===== config.mk =====
export PLATFORM = sky130hd
export DESIGN_NAME = encoder_period_velocity
export DESIGN_NICKNAME = d
export VERILOG_FILES = /design/src/hdl/evpv_pkg.sv /design/src/hdl/evpv_div.sv /design/src/hdl/encoder_period_velocity.sv
export SDC_FILE = /design/constraint.sdc
export NUM_CORES = 2
export LEC_CHECK = 0
export BUFFER_PORTS_ARGS = -buffer_cell sky130_fd_sc_hd__clkbuf_2
export CELL_PAD_IN_SITES_DETAIL_PLACEMENT = 1
export CELL_PAD_IN_SITES_GLOBAL_PLACEMENT = 2
export CORE_MARGIN = 2
export CORE_UTILIZATION = 40
export DETAILED_ROUTE_END_ITERATION = 8
export PLACE_DENSITY_LB_ADDON = 0.1
export SLEW_MARGIN = 40
export SYNTH_ARGS = -nofsm -noshare
export SYNTH_HDL_FRONTEND = slang
export SYNTH_SLANG_ARGS = --single-unit

===== constraint.sdc =====
create_clock -name clk -period 9.1 [get_ports clk]
set_input_delay 0 -clock clk [delete_from_list [all_inputs] [get_ports clk]]
set_output_delay 0 -clock clk [all_outputs]
set_load 0.03 [all_outputs]

===== src/hdl/evpv_pkg.sv =====
// Shared constants and types for the encoder period velocity block.
package evpv_pkg;

  localparam int TIME_BITS_DEFAULT     = 48;
  localparam int VELOCITY_BITS_DEFAULT = 32;

  // Fixed register field widths
  localparam int LIMIT_BITS = 32;
  localparam int SCALE_BITS = 48;
  localparam int MINV_BITS  = 32;
  localparam int CFG_BITS   = 48;
  localparam int IDX_BITS   = 2;

  // Register indexes
  localparam logic [IDX_BITS-1:0] CFG_MAX_INTERVAL = 2'd0;
  localparam logic [IDX_BITS-1:0] CFG_SCALE        = 2'd1;
  localparam logic [IDX_BITS-1:0] CFG_MIN_VELOCITY = 2'd2;

  // Register reset values
  localparam logic [LIMIT_BITS-1:0] MAX_INTERVAL_RST = 32'd1000000;
  localparam logic [SCALE_BITS-1:0] SCALE_RST        = 48'd65536000;
  localparam logic [MINV_BITS-1:0]  MIN_VELOCITY_RST = 32'd6554;

  typedef enum logic [1:0] {
    ST_IDLE,
    ST_EDGE,
    ST_DIV,
    ST_EMIT
  } evpv_state_t;

endpackage


===== src/hdl/evpv_div.sv =====
// Restoring serial divider, one quotient bit per cycle.
module evpv_div #(
  parameter int DIVISOR_BITS = evpv_pkg::TIME_BITS_DEFAULT
) (
  input  logic                            clk,
  input  logic                            rst,
  input  logic                            start,
  input  logic [evpv_pkg::SCALE_BITS-1:0] dividend,
  input  logic [DIVISOR_BITS-1:0]         divisor,
  output logic                            busy,
  output logic                            done,
  output logic [evpv_pkg::SCALE_BITS-1:0] quotient
);

  localparam int QW    = evpv_pkg::SCALE_BITS;
  localparam int CNT_W = $clog2(QW);

  logic [QW-1:0]           quo;
  logic [DIVISOR_BITS-1:0] rem;
  logic [DIVISOR_BITS-1:0] dsr;
  logic [CNT_W-1:0]        count;

  logic [DIVISOR_BITS:0] rem_shift;
  logic [DIVISOR_BITS:0] diff;
  logic                  geq;

  assign rem_shift = {rem, quo[QW-1]};
  assign geq       = rem_shift >= {1'b0, dsr};
  assign diff      = rem_shift - {1'b0, dsr};
  assign quotient  = quo;

  // A zero divisor yields an all-ones quotient, which saturates downstream.
  always_ff @(posedge clk) begin
    if (rst) begin
      busy  <= 1'b0;
      done  <= 1'b0;
      count <= '0;
    end else begin
      done <= 1'b0;
      if (start) begin
        busy  <= 1'b1;
        count <= CNT_W'(QW - 1);
      end else if (busy) begin
        if (count == '0) begin
          busy <= 1'b0;
          done <= 1'b1;
        end else begin
          count <= count - 1'b1;
        end
      end
    end
  end

  always_ff @(posedge clk) begin
    if (start) begin
      quo <= dividend;
      rem <= '0;
      dsr <= divisor;
    end else if (busy) begin
      quo <= {quo[QW-2:0], geq};
      rem <= geq ? diff[DIVISOR_BITS-1:0] : rem_shift[DIVISOR_BITS-1:0];
    end
  end

endmodule


===== src/hdl/encoder_period_velocity.sv =====
// Top level of the encoder period velocity estimator.
//
// One pin sample is taken per input transaction; each accepted sample
// advances a free-running sample clock. A rising edge measures the interval
// since the previous rising edge and returns velocity = velocity_scale /
// interval (unsigned Q16.16, saturated to VELOCITY_BITS), stamped at the
// interval midpoint; an interval longer than twice max_interval_ticks returns
// min_velocity / 2 instead. A pin held steady for max_interval_ticks samples
// returns a timeout result, repeating every max_interval_ticks samples: the
// first gives min_velocity / 2, later ones zero. A sample with no rising edge,
// timeout results included, leaves the block idle. A rising edge with an
// over-long interval passes through ST_EDGE and ST_EMIT only; any other rising
// edge runs the serial divider, 48 steps at one quotient bit per cycle, during
// which no new sample is taken. A sample is only taken while the output
// register is empty or being drained in that cycle. Registers are written
// through cfg_write/cfg_index/cfg_data; the user must write them only while
// the block is idle, as the block does not enforce it; index 3 is ignored.
module encoder_period_velocity #(
  parameter int TIME_BITS     = evpv_pkg::TIME_BITS_DEFAULT,
  parameter int VELOCITY_BITS = evpv_pkg::VELOCITY_BITS_DEFAULT
) (
  input  logic                                clk,
  input  logic                                rst,
  // configuration
  input  logic                                cfg_write,
  input  logic [evpv_pkg::IDX_BITS-1:0]       cfg_index,
  input  logic [evpv_pkg::CFG_BITS-1:0]       cfg_data,
  // pin samples
  input  logic                                in_valid,
  output logic                                in_ready,
  input  logic                                pin_level,
  // results
  output logic                                out_valid,
  input  logic                                out_ready,
  output logic [VELOCITY_BITS-1:0]            velocity,
  output logic [TIME_BITS-1:0]                event_time,
  output logic                                is_timeout
);

  localparam int SW    = evpv_pkg::SCALE_BITS;
  localparam int LW    = evpv_pkg::LIMIT_BITS;
  localparam int CMP_W = (TIME_BITS > LW + 1) ? TIME_BITS : LW + 1;
  // Velocity ceiling, held at divider width
  localparam logic [SW-1:0] VEL_MAX_W = {SW{1'b1}} >> (SW - VELOCITY_BITS);

  // Configuration registers
  logic [LW-1:0]                    max_interval_ticks;
  logic [SW-1:0]                    velocity_scale;
  logic [evpv_pkg::MINV_BITS-1:0]   min_velocity;

  // Measurement state
  logic                 previous_level;
  logic [TIME_BITS-1:0] sample_clock;
  logic [TIME_BITS-1:0] last_edge_time;
  logic [LW-1:0]        silence_count;
  logic                 timed_out_before;

  // Edge in progress
  logic [TIME_BITS-1:0]     interval_q;
  logic [TIME_BITS-1:0]     edge_now;
  logic [VELOCITY_BITS-1:0] pend_vel;
  logic [TIME_BITS-1:0]     pend_time;

  evpv_pkg::evpv_state_t state, state_next;

  // Divider
  logic          div_start;
  logic          div_busy;
  logic          div_done;
  logic [SW-1:0] div_quo;

  // Datapath
  logic                     accept;
  logic                     out_free;
  logic                     pin_change;
  logic                     pin_rise;
  logic [LW-1:0]            silence_inc;
  logic                     timeout_hit;
  logic                     too_long;
  logic                     load_timeout;
  logic                     load_emit;
  logic [SW-1:0]            half_min_w;
  logic [VELOCITY_BITS-1:0] half_min_sat;
  logic [VELOCITY_BITS-1:0] quo_sat;

  assign accept      = in_valid && in_ready;
  assign out_free    = !out_valid || out_ready;
  assign pin_change  = pin_level != previous_level;
  assign pin_rise    = pin_level && !previous_level;
  assign silence_inc = silence_count + 1'b1;
  assign timeout_hit = silence_inc >= max_interval_ticks;
  assign too_long    = CMP_W'(interval_q) > CMP_W'({max_interval_ticks, 1'b0});

  assign half_min_w   = SW'(min_velocity >> 1);
  assign half_min_sat = (half_min_w > VEL_MAX_W) ? VELOCITY_BITS'(VEL_MAX_W)
                                                 : VELOCITY_BITS'(half_min_w);
  assign quo_sat      = (div_quo > VEL_MAX_W) ? VELOCITY_BITS'(VEL_MAX_W)
                                              : VELOCITY_BITS'(div_quo);

  evpv_div #(
    .DIVISOR_BITS (TIME_BITS)
  ) u_div (
    .clk      (clk),
    .rst      (rst),
    .start    (div_start),
    .dividend (velocity_scale),
    .divisor  (interval_q),
    .busy     (div_busy),
    .done     (div_done),
    .quotient (div_quo)
  );

  // Next state
  always_comb begin
    state_next = state;
    unique case (state)
      evpv_pkg::ST_IDLE: begin
        if (accept && pin_rise) state_next = evpv_pkg::ST_EDGE;
      end
      evpv_pkg::ST_EDGE: begin
        state_next = too_long ? evpv_pkg::ST_EMIT : evpv_pkg::ST_DIV;
      end
      evpv_pkg::ST_DIV: begin
        if (div_done) state_next = evpv_pkg::ST_EMIT;
      end
      evpv_pkg::ST_EMIT: begin
        if (out_free) state_next = evpv_pkg::ST_IDLE;
      end
      default: state_next = evpv_pkg::ST_IDLE;
    endcase
  end

  // Control outputs
  always_comb begin
    in_ready     = (state == evpv_pkg::ST_IDLE) && out_free;
    div_start    = (state == evpv_pkg::ST_EDGE) && !too_long;
    load_timeout = accept && !pin_change && timeout_hit;
    load_emit    = (state == evpv_pkg::ST_EMIT) && out_free;
  end

  always_ff @(posedge clk) begin
    if (rst) state <= evpv_pkg::ST_IDLE;
    else     state <= state_next;
  end

  // Configuration writes
  always_ff @(posedge clk) begin
    if (rst) begin
      max_interval_ticks <= evpv_pkg::MAX_INTERVAL_RST;
      velocity_scale     <= evpv_pkg::SCALE_RST;
      min_velocity       <= evpv_pkg::MIN_VELOCITY_RST;
    end else if (cfg_write) begin
      unique case (cfg_index)
        evpv_pkg::CFG_MAX_INTERVAL: max_interval_ticks <= cfg_data[LW-1:0];
        evpv_pkg::CFG_SCALE:        velocity_scale     <= cfg_data[SW-1:0];
        evpv_pkg::CFG_MIN_VELOCITY:
          min_velocity <= cfg_data[evpv_pkg::MINV_BITS-1:0];
        default: ;
      endcase
    end
  end

  // Per-sample state
  always_ff @(posedge clk) begin
    if (rst) begin
      previous_level   <= 1'b0;
      sample_clock     <= '0;
      last_edge_time   <= '0;
      silence_count    <= '0;
      timed_out_before <= 1'b0;
    end else if (accept) begin
      sample_clock <= sample_clock + 1'b1;
      if (pin_change) begin
        previous_level   <= pin_level;
        silence_count    <= '0;
        timed_out_before <= 1'b0;
        if (pin_level) last_edge_time <= sample_clock;
      end else if (timeout_hit) begin
        silence_count    <= '0;
        timed_out_before <= 1'b1;
      end else begin
        silence_count <= silence_inc;
      end
    end
  end

  // Edge capture and pending result
  always_ff @(posedge clk) begin
    if (accept && pin_rise) begin
      interval_q <= sample_clock - last_edge_time;
      edge_now   <= sample_clock;
    end
    if (state == evpv_pkg::ST_EDGE) begin
      pend_time <= edge_now - (interval_q >> 1);
      pend_vel  <= half_min_sat;
    end
    if (state == evpv_pkg::ST_DIV && div_done) pend_vel <= quo_sat;
  end

  // Output register
  always_ff @(posedge clk) begin
    if (rst) begin
      out_valid <= 1'b0;
    end else if (load_timeout || load_emit) begin
      out_valid <= 1'b1;
    end else if (out_ready) begin
      out_valid <= 1'b0;
    end
  end

  always_ff @(posedge clk) begin
    if (load_timeout) begin
      velocity   <= timed_out_before ? '0 : half_min_sat;
      event_time <= sample_clock - TIME_BITS'(max_interval_ticks >> 1);
      is_timeout <= 1'b1;
    end else if (load_emit) begin
      velocity   <= pend_vel;
      event_time <= pend_time;
      is_timeout <= 1'b0;
    end
  end

  // Checks
  a_div_idle: assert property (@(posedge clk) disable iff (rst)
    (state == evpv_pkg::ST_IDLE) |-> !div_busy)
    else $error("divider busy while idle");

  a_rise_edge: assert property (@(posedge clk) disable iff (rst)
    (accept && pin_level && !previous_level) |=> (state == evpv_pkg::ST_EDGE))
    else $error("rising edge did not start a measurement");

  a_idle_load_timeout: assert property (@(posedge clk) disable iff (rst)
    load_timeout |=> (out_valid && is_timeout))
    else $error("timeout result not flagged");

  a_emit_edge: assert property (@(posedge clk) disable iff (rst)
    load_emit |=> (out_valid && !is_timeout && (state == evpv_pkg::ST_IDLE)))
    else $error("edge result mislabelled");

endmodule


# Word level (Yosys, flattened, before mapping)
# Cells that the tools add are included.
# classes
bitwise_logic	2
muxes	30
reduce_logical	34
add_sub_neg	7
order_cmp	5
eq_ne	10
# ops
op	count
32-bit two-way mux	9
48-bit two-way mux	5
48-bit subtractor	2
49-bit by 48-bit >= comparator with 1-bit output	1
48-bit by 1-bit adder with 48-bit output (second input constant)	1
48-bit by 32-bit > comparator with 1-bit output (second input constant)	1
48-bit by 33-bit > comparator with 1-bit output	1
48-bit by 31-bit subtractor with 48-bit output	1
48-bit by 47-bit subtractor with 48-bit output	1
32-bit by 1-bit adder with 32-bit output (second input constant)	1
32-bit >= comparator	1
31-bit by 32-bit > comparator with 1-bit output (second input constant)	1
6-bit two-way mux	3
2-bit AND reduction	7
2-bit nonzero test	5
1-bit logical AND	9
1-bit two-way mux	9
2-bit one-hot mux with 4 select lines	1
2-bit equality test (second input constant)	3
6-bit zero test	1
2-bit two-way mux	3
2-bit != test (second input constant)	3
3-bit AND reduction	2
6-bit by 1-bit subtractor with 6-bit output (second input constant)	1
other kinds (9)	16
# totals
output_inout_bits	83
inputBits	56
regBits	654
wordCells	112

# Depth between registers and ports, before layout
# logic_depth
word_depth	8
depth_mapped	23
mapped_depth_nobuf	21

# By module
# Synthesis repeated with hierarchy kept, for this count alone.
# hier_totals
cells_unflattened	4068
area_unflattened_um2	36919.2
# by_module_without_submodules
mod	area_each_um2	cells_each	n_inst	seq_area_each_um2
encoder_period_velocity	28189.5	3176	1	12592.1
evpv_div	8729.6	892	1	4003.8

# Least setup slack after synthesis
# No wires, ideal clock.
# synth_path
path_type	reg-to-reg
start	register silence_count[2]
end	register event_time[0] (enable)
path_stages_with_launch	22
arrival_ns	5.548
setup_ns	0.793
synth_period_minus_slack_ns	6.341
path_buffers	4
required_time_ns	8.307
slack_ns	2.759
path_cell_list	dfxtp_1 > and3_1 > clkbuf_1 > nand3_1 > nor3_1 > and4_1 > clkbuf_1 > nand3_1 > xnor2_1 > ha_1 > a21o_1 > a21o_1 > a21o_1 > a21o_1 > a21oi_1 > o21a_1 > o31ai_1 > and2_1 > nand2_1 > clkbuf_1 > clkbuf_1 > nand2_1
# synth_between
elab_chain_cells	4
# synth_rtl
item	line_no	source
start: declaration	encoder_period_velocity.sv:55	logic [LW-1:0] silence_count;
start signal: assignment	encoder_period_velocity.sv:182	silence_count <= silence_inc;
32-bit by 1-bit adder with 32-bit output	encoder_period_velocity.sv:90	assign silence_inc = silence_count + 1'b1;
32-bit >= comparator	encoder_period_velocity.sv:91	assign timeout_hit = silence_inc >= max_interval_ticks;
1-bit logical AND	encoder_period_velocity.sv:137	load_timeout = accept && !pin_change && timeout_hit;
2-bit nonzero test (no line)	-	
end signal: assignment	encoder_period_velocity.sv:214	event_time <= sample_clock - TIME_BITS'(max_interval_ticks >> 1);
end signal: assignment	encoder_period_velocity.sv:218	event_time <= pend_time;
end: declaration	encoder_period_velocity.sv:36	output logic [TIME_BITS-1:0] event_time,
# No other way between the ends.
# A chain may end at the register's enable or synchronous reset.

# Final worst setup path
# layout_path
start	register silence_count[2]
end	register event_time[36] (enable)
# Same word-level chain as after synthesis.

==> metrics.yaml <==
dieWidth_um: 304.7
synth_area_per_cell_um2: 9.090
grt_pass1_wl_mm: 176.5
finalNonFillerCells: 5335
fin_crit_sh_pct: 71.56
clock-sinks: 653
syn_area_um2: 36180
n_fill_cell: 10348
cp.required_ps: 9390
setup_tns_ps: 0
antenna_found_initial: 5
row_count: 110
ff_latch_area_um2: 16600
vias: 29167
clkLatencyLatePin_ps: 680
cp-start-kind: "flop"
layout_commonest_cell: "nand2_1"
die_area_um2: 92870
numCtsBuffers: 79
setup_viol: 0
slew_violations: 0
power.leakage_nw: 16.82
synth_area_leaders: "edfxtp_1 29%, dfxtp_1 17%, ha_1 8.5%"
clockBufferDepth: 3
synth_fp_nets: 4286
critical_path_class: "reg2reg"
syn_inst: 3980
drt-wirelength-per-cell_um: 21.47
fin_skew_ps: 36.63
cts_resized: 0
worst_ir_drop_vdd_mv: 0.1387
outcome: "complete, no violations"
grt_overflow_total: 0
critPathArrivalTime_ps: 6800
synthFlopType: "edfxtp_1"
crit_fanout: 67
fin_nets: 4398
place_congestion: 0.8404
cts_root_buf: "clkbuf_16"
grt_max_degree: 103
final_util_pct: 45.68
area_growth_pct: 13.49
max_freq_mhz: 153.6
max_slew_margin_pct: 44.65
drc_errors: 0
fin_crit_ps: 6512
synth_edf_count: 352
htree_levels: 3
drive_above_1_share_pct: 8.083
cts_tree: "yes"
power_density_nw_per_um2: 190.8
clk_pin_slew_worst_paths_ps: 60
fp.coreArea_um2: 89870
synth_top_area_cell: "edfxtp_1"
hpwl_mm: 83.26
seq_area_frac_synth_pct: 45.87
rsz0062_at_grt: "no"
async_reset_ff_share_pct: 0
die_y_um: 304.7
multi_input_area_um2: 18040
maxCapViolCount: 0
start_util_pct: 40.25
hp-class: "in2reg"
end_kind: "flop"
dp.cells: 5131
cts_setup_buffers: 0
drtIter0Drc: 1913
ys_warn_count: 0
tightest_slew_ps: 830.3
synth.ff_latch_count: 653
routed_wirelength_mm: 114.5
io_buffers: 138
ios: 139
track_usage_pct: 24.40
holdWs_ps: 114.7
first_global_vias: 29716
first_pass_iters: 5
synthDistinctLibCells: 77
postRouteAntennaNets: 0
routed_via_density: 5.467
layout_common_cells: "686 x nand2_1, 392 x a21oi_1, 352 x edfxtp_1, 300 x dfxtp_1, 260 x o21ai_0"
yosysTopAreaCellShare_pct: 29.22
hold_viol_final: 0
## worst max-delay path, cell delays in order, from the launching register on
cell	delay (ps)
dfxtp_1	440
and3_1	310
nand3_1	200
nor3_1	640
and4_1	500
nand3_1	140
xnor2_1	160
ha_1	330
nand4_1	120
a211oi_1	310
nand2_1	90
o211ai_1	100
a41oi_1	100
o31ai_1	530
and2_1	300
nand2_4	380
nand2_4	650
buf_4	680
## per-layer routing
metal / track usage, % / wire, um / up-vias
met5: 0 / 0 / -
met4: 6.251 / 2641 / 0
met3: 3.546 / 4462 / 141
met2: 38.83 / 50920 / 486
met1: 34.72 / 56500 / 14278
li1: - / - / 14262
## synth_stat cells (all sizes together), types with 12 or more instances
cell and number:
xnor2 131, nor4 19, nand2 690, mux2i 39
a211oi 51, o211ai 21, nor2 218, inv 230
nor2b 22, nor3 37, o21a 29, mux2 16
buf 21, edfxtp 352, nand3 100, xor2 106
o21ai 266, clkbuf 173, a21o 139, o31ai 12
ha 246, or3 25, o21bai 25, a21oi 393
nand2b 58, nand4 53, and2 16, dfxtp 301
and3 45, a31oi 22
## flip-flops by register name (all words and copies together) (netlist names), 2 cells and up
| signal | cells |
|---|---|
| edge_now | 48 |
| event_time | 48 |
| interval_q | 48 |
| last_edge_time | 48 |
| max_interval_ticks | 32 |
| min_velocity | 31 |
| pend_time | 48 |
| pend_vel | 32 |
| sample_clock | 48 |
| silence_count | 32 |
| state | 2 |
| u_div.count | 6 |
| u_div.dsr | 48 |
| u_div.quotient | 48 |
| u_div.rem | 48 |
| velocity | 32 |
| velocity_scale | 48 |
## kinds of logic after synthesis
logic type	Yosys count	share of synthesized area, %
AO/OA/AOI/OAI	1033	17.17
XOR/XNOR	237	5.738
adder cells (fa/ha/maj)	250	8.729
buffers and inverters	425	4.496
flip-flops	653	45.87
multiplexers	55	1.577
AND/OR/NAND/NOR	1327	16.42
## repair_timing
action | 4_1_cts | 5_1_grt
endpoints found under the setup margin | 0 | 0
hold endpoints to repair | 121 | 0
hold buffers | 56 | 0
## where the power goes
group          switching [mW]  internal, mW  total [mW]
Sequential              0.120          3.30        3.42
Combinational           0.782         0.478        1.26
Clock                    1.35          1.80        3.15
Total                    2.25          5.58        7.84
## per-stage QoR
stage	setup WS, ps	power, mW	instance area [um^2]
2_1_floorplan	2759	4.326	36180
6_report	2588	7.836	41060
3_5_place_dp	2577	4.722	37930
5_1_grt	2036	8.176	41060
4_1_cts	2540	7.920	41050
3_3_place_gp	2812	4.699	37890
## path summary, 6_finish.rpt
check                     startpoint                 end  slack, ps  cells past startpoint
setup / recovery    silence_count[2]      event_time[36]       2590                     17
setup reg to reg    silence_count[2]      event_time[36]       2590                     17
hold reg to reg   last_edge_time[43]  last_edge_time[43]        450                      2
hold / removal          cfg_data[44]  velocity_scale[44]        110                      4
## final cells by class
class	instances	share of cell area (%)
clock buffer	113	5.299
multi-input combinational	2902	43.93
sequential	653	40.42
tap	1176	3.584
clock inverter	33	0.9355
timing repair buffer	225	3.693
inverter	231	2.118
antenna	2	0.01219
Note: power is estimated with default switching activity, not from simulation.
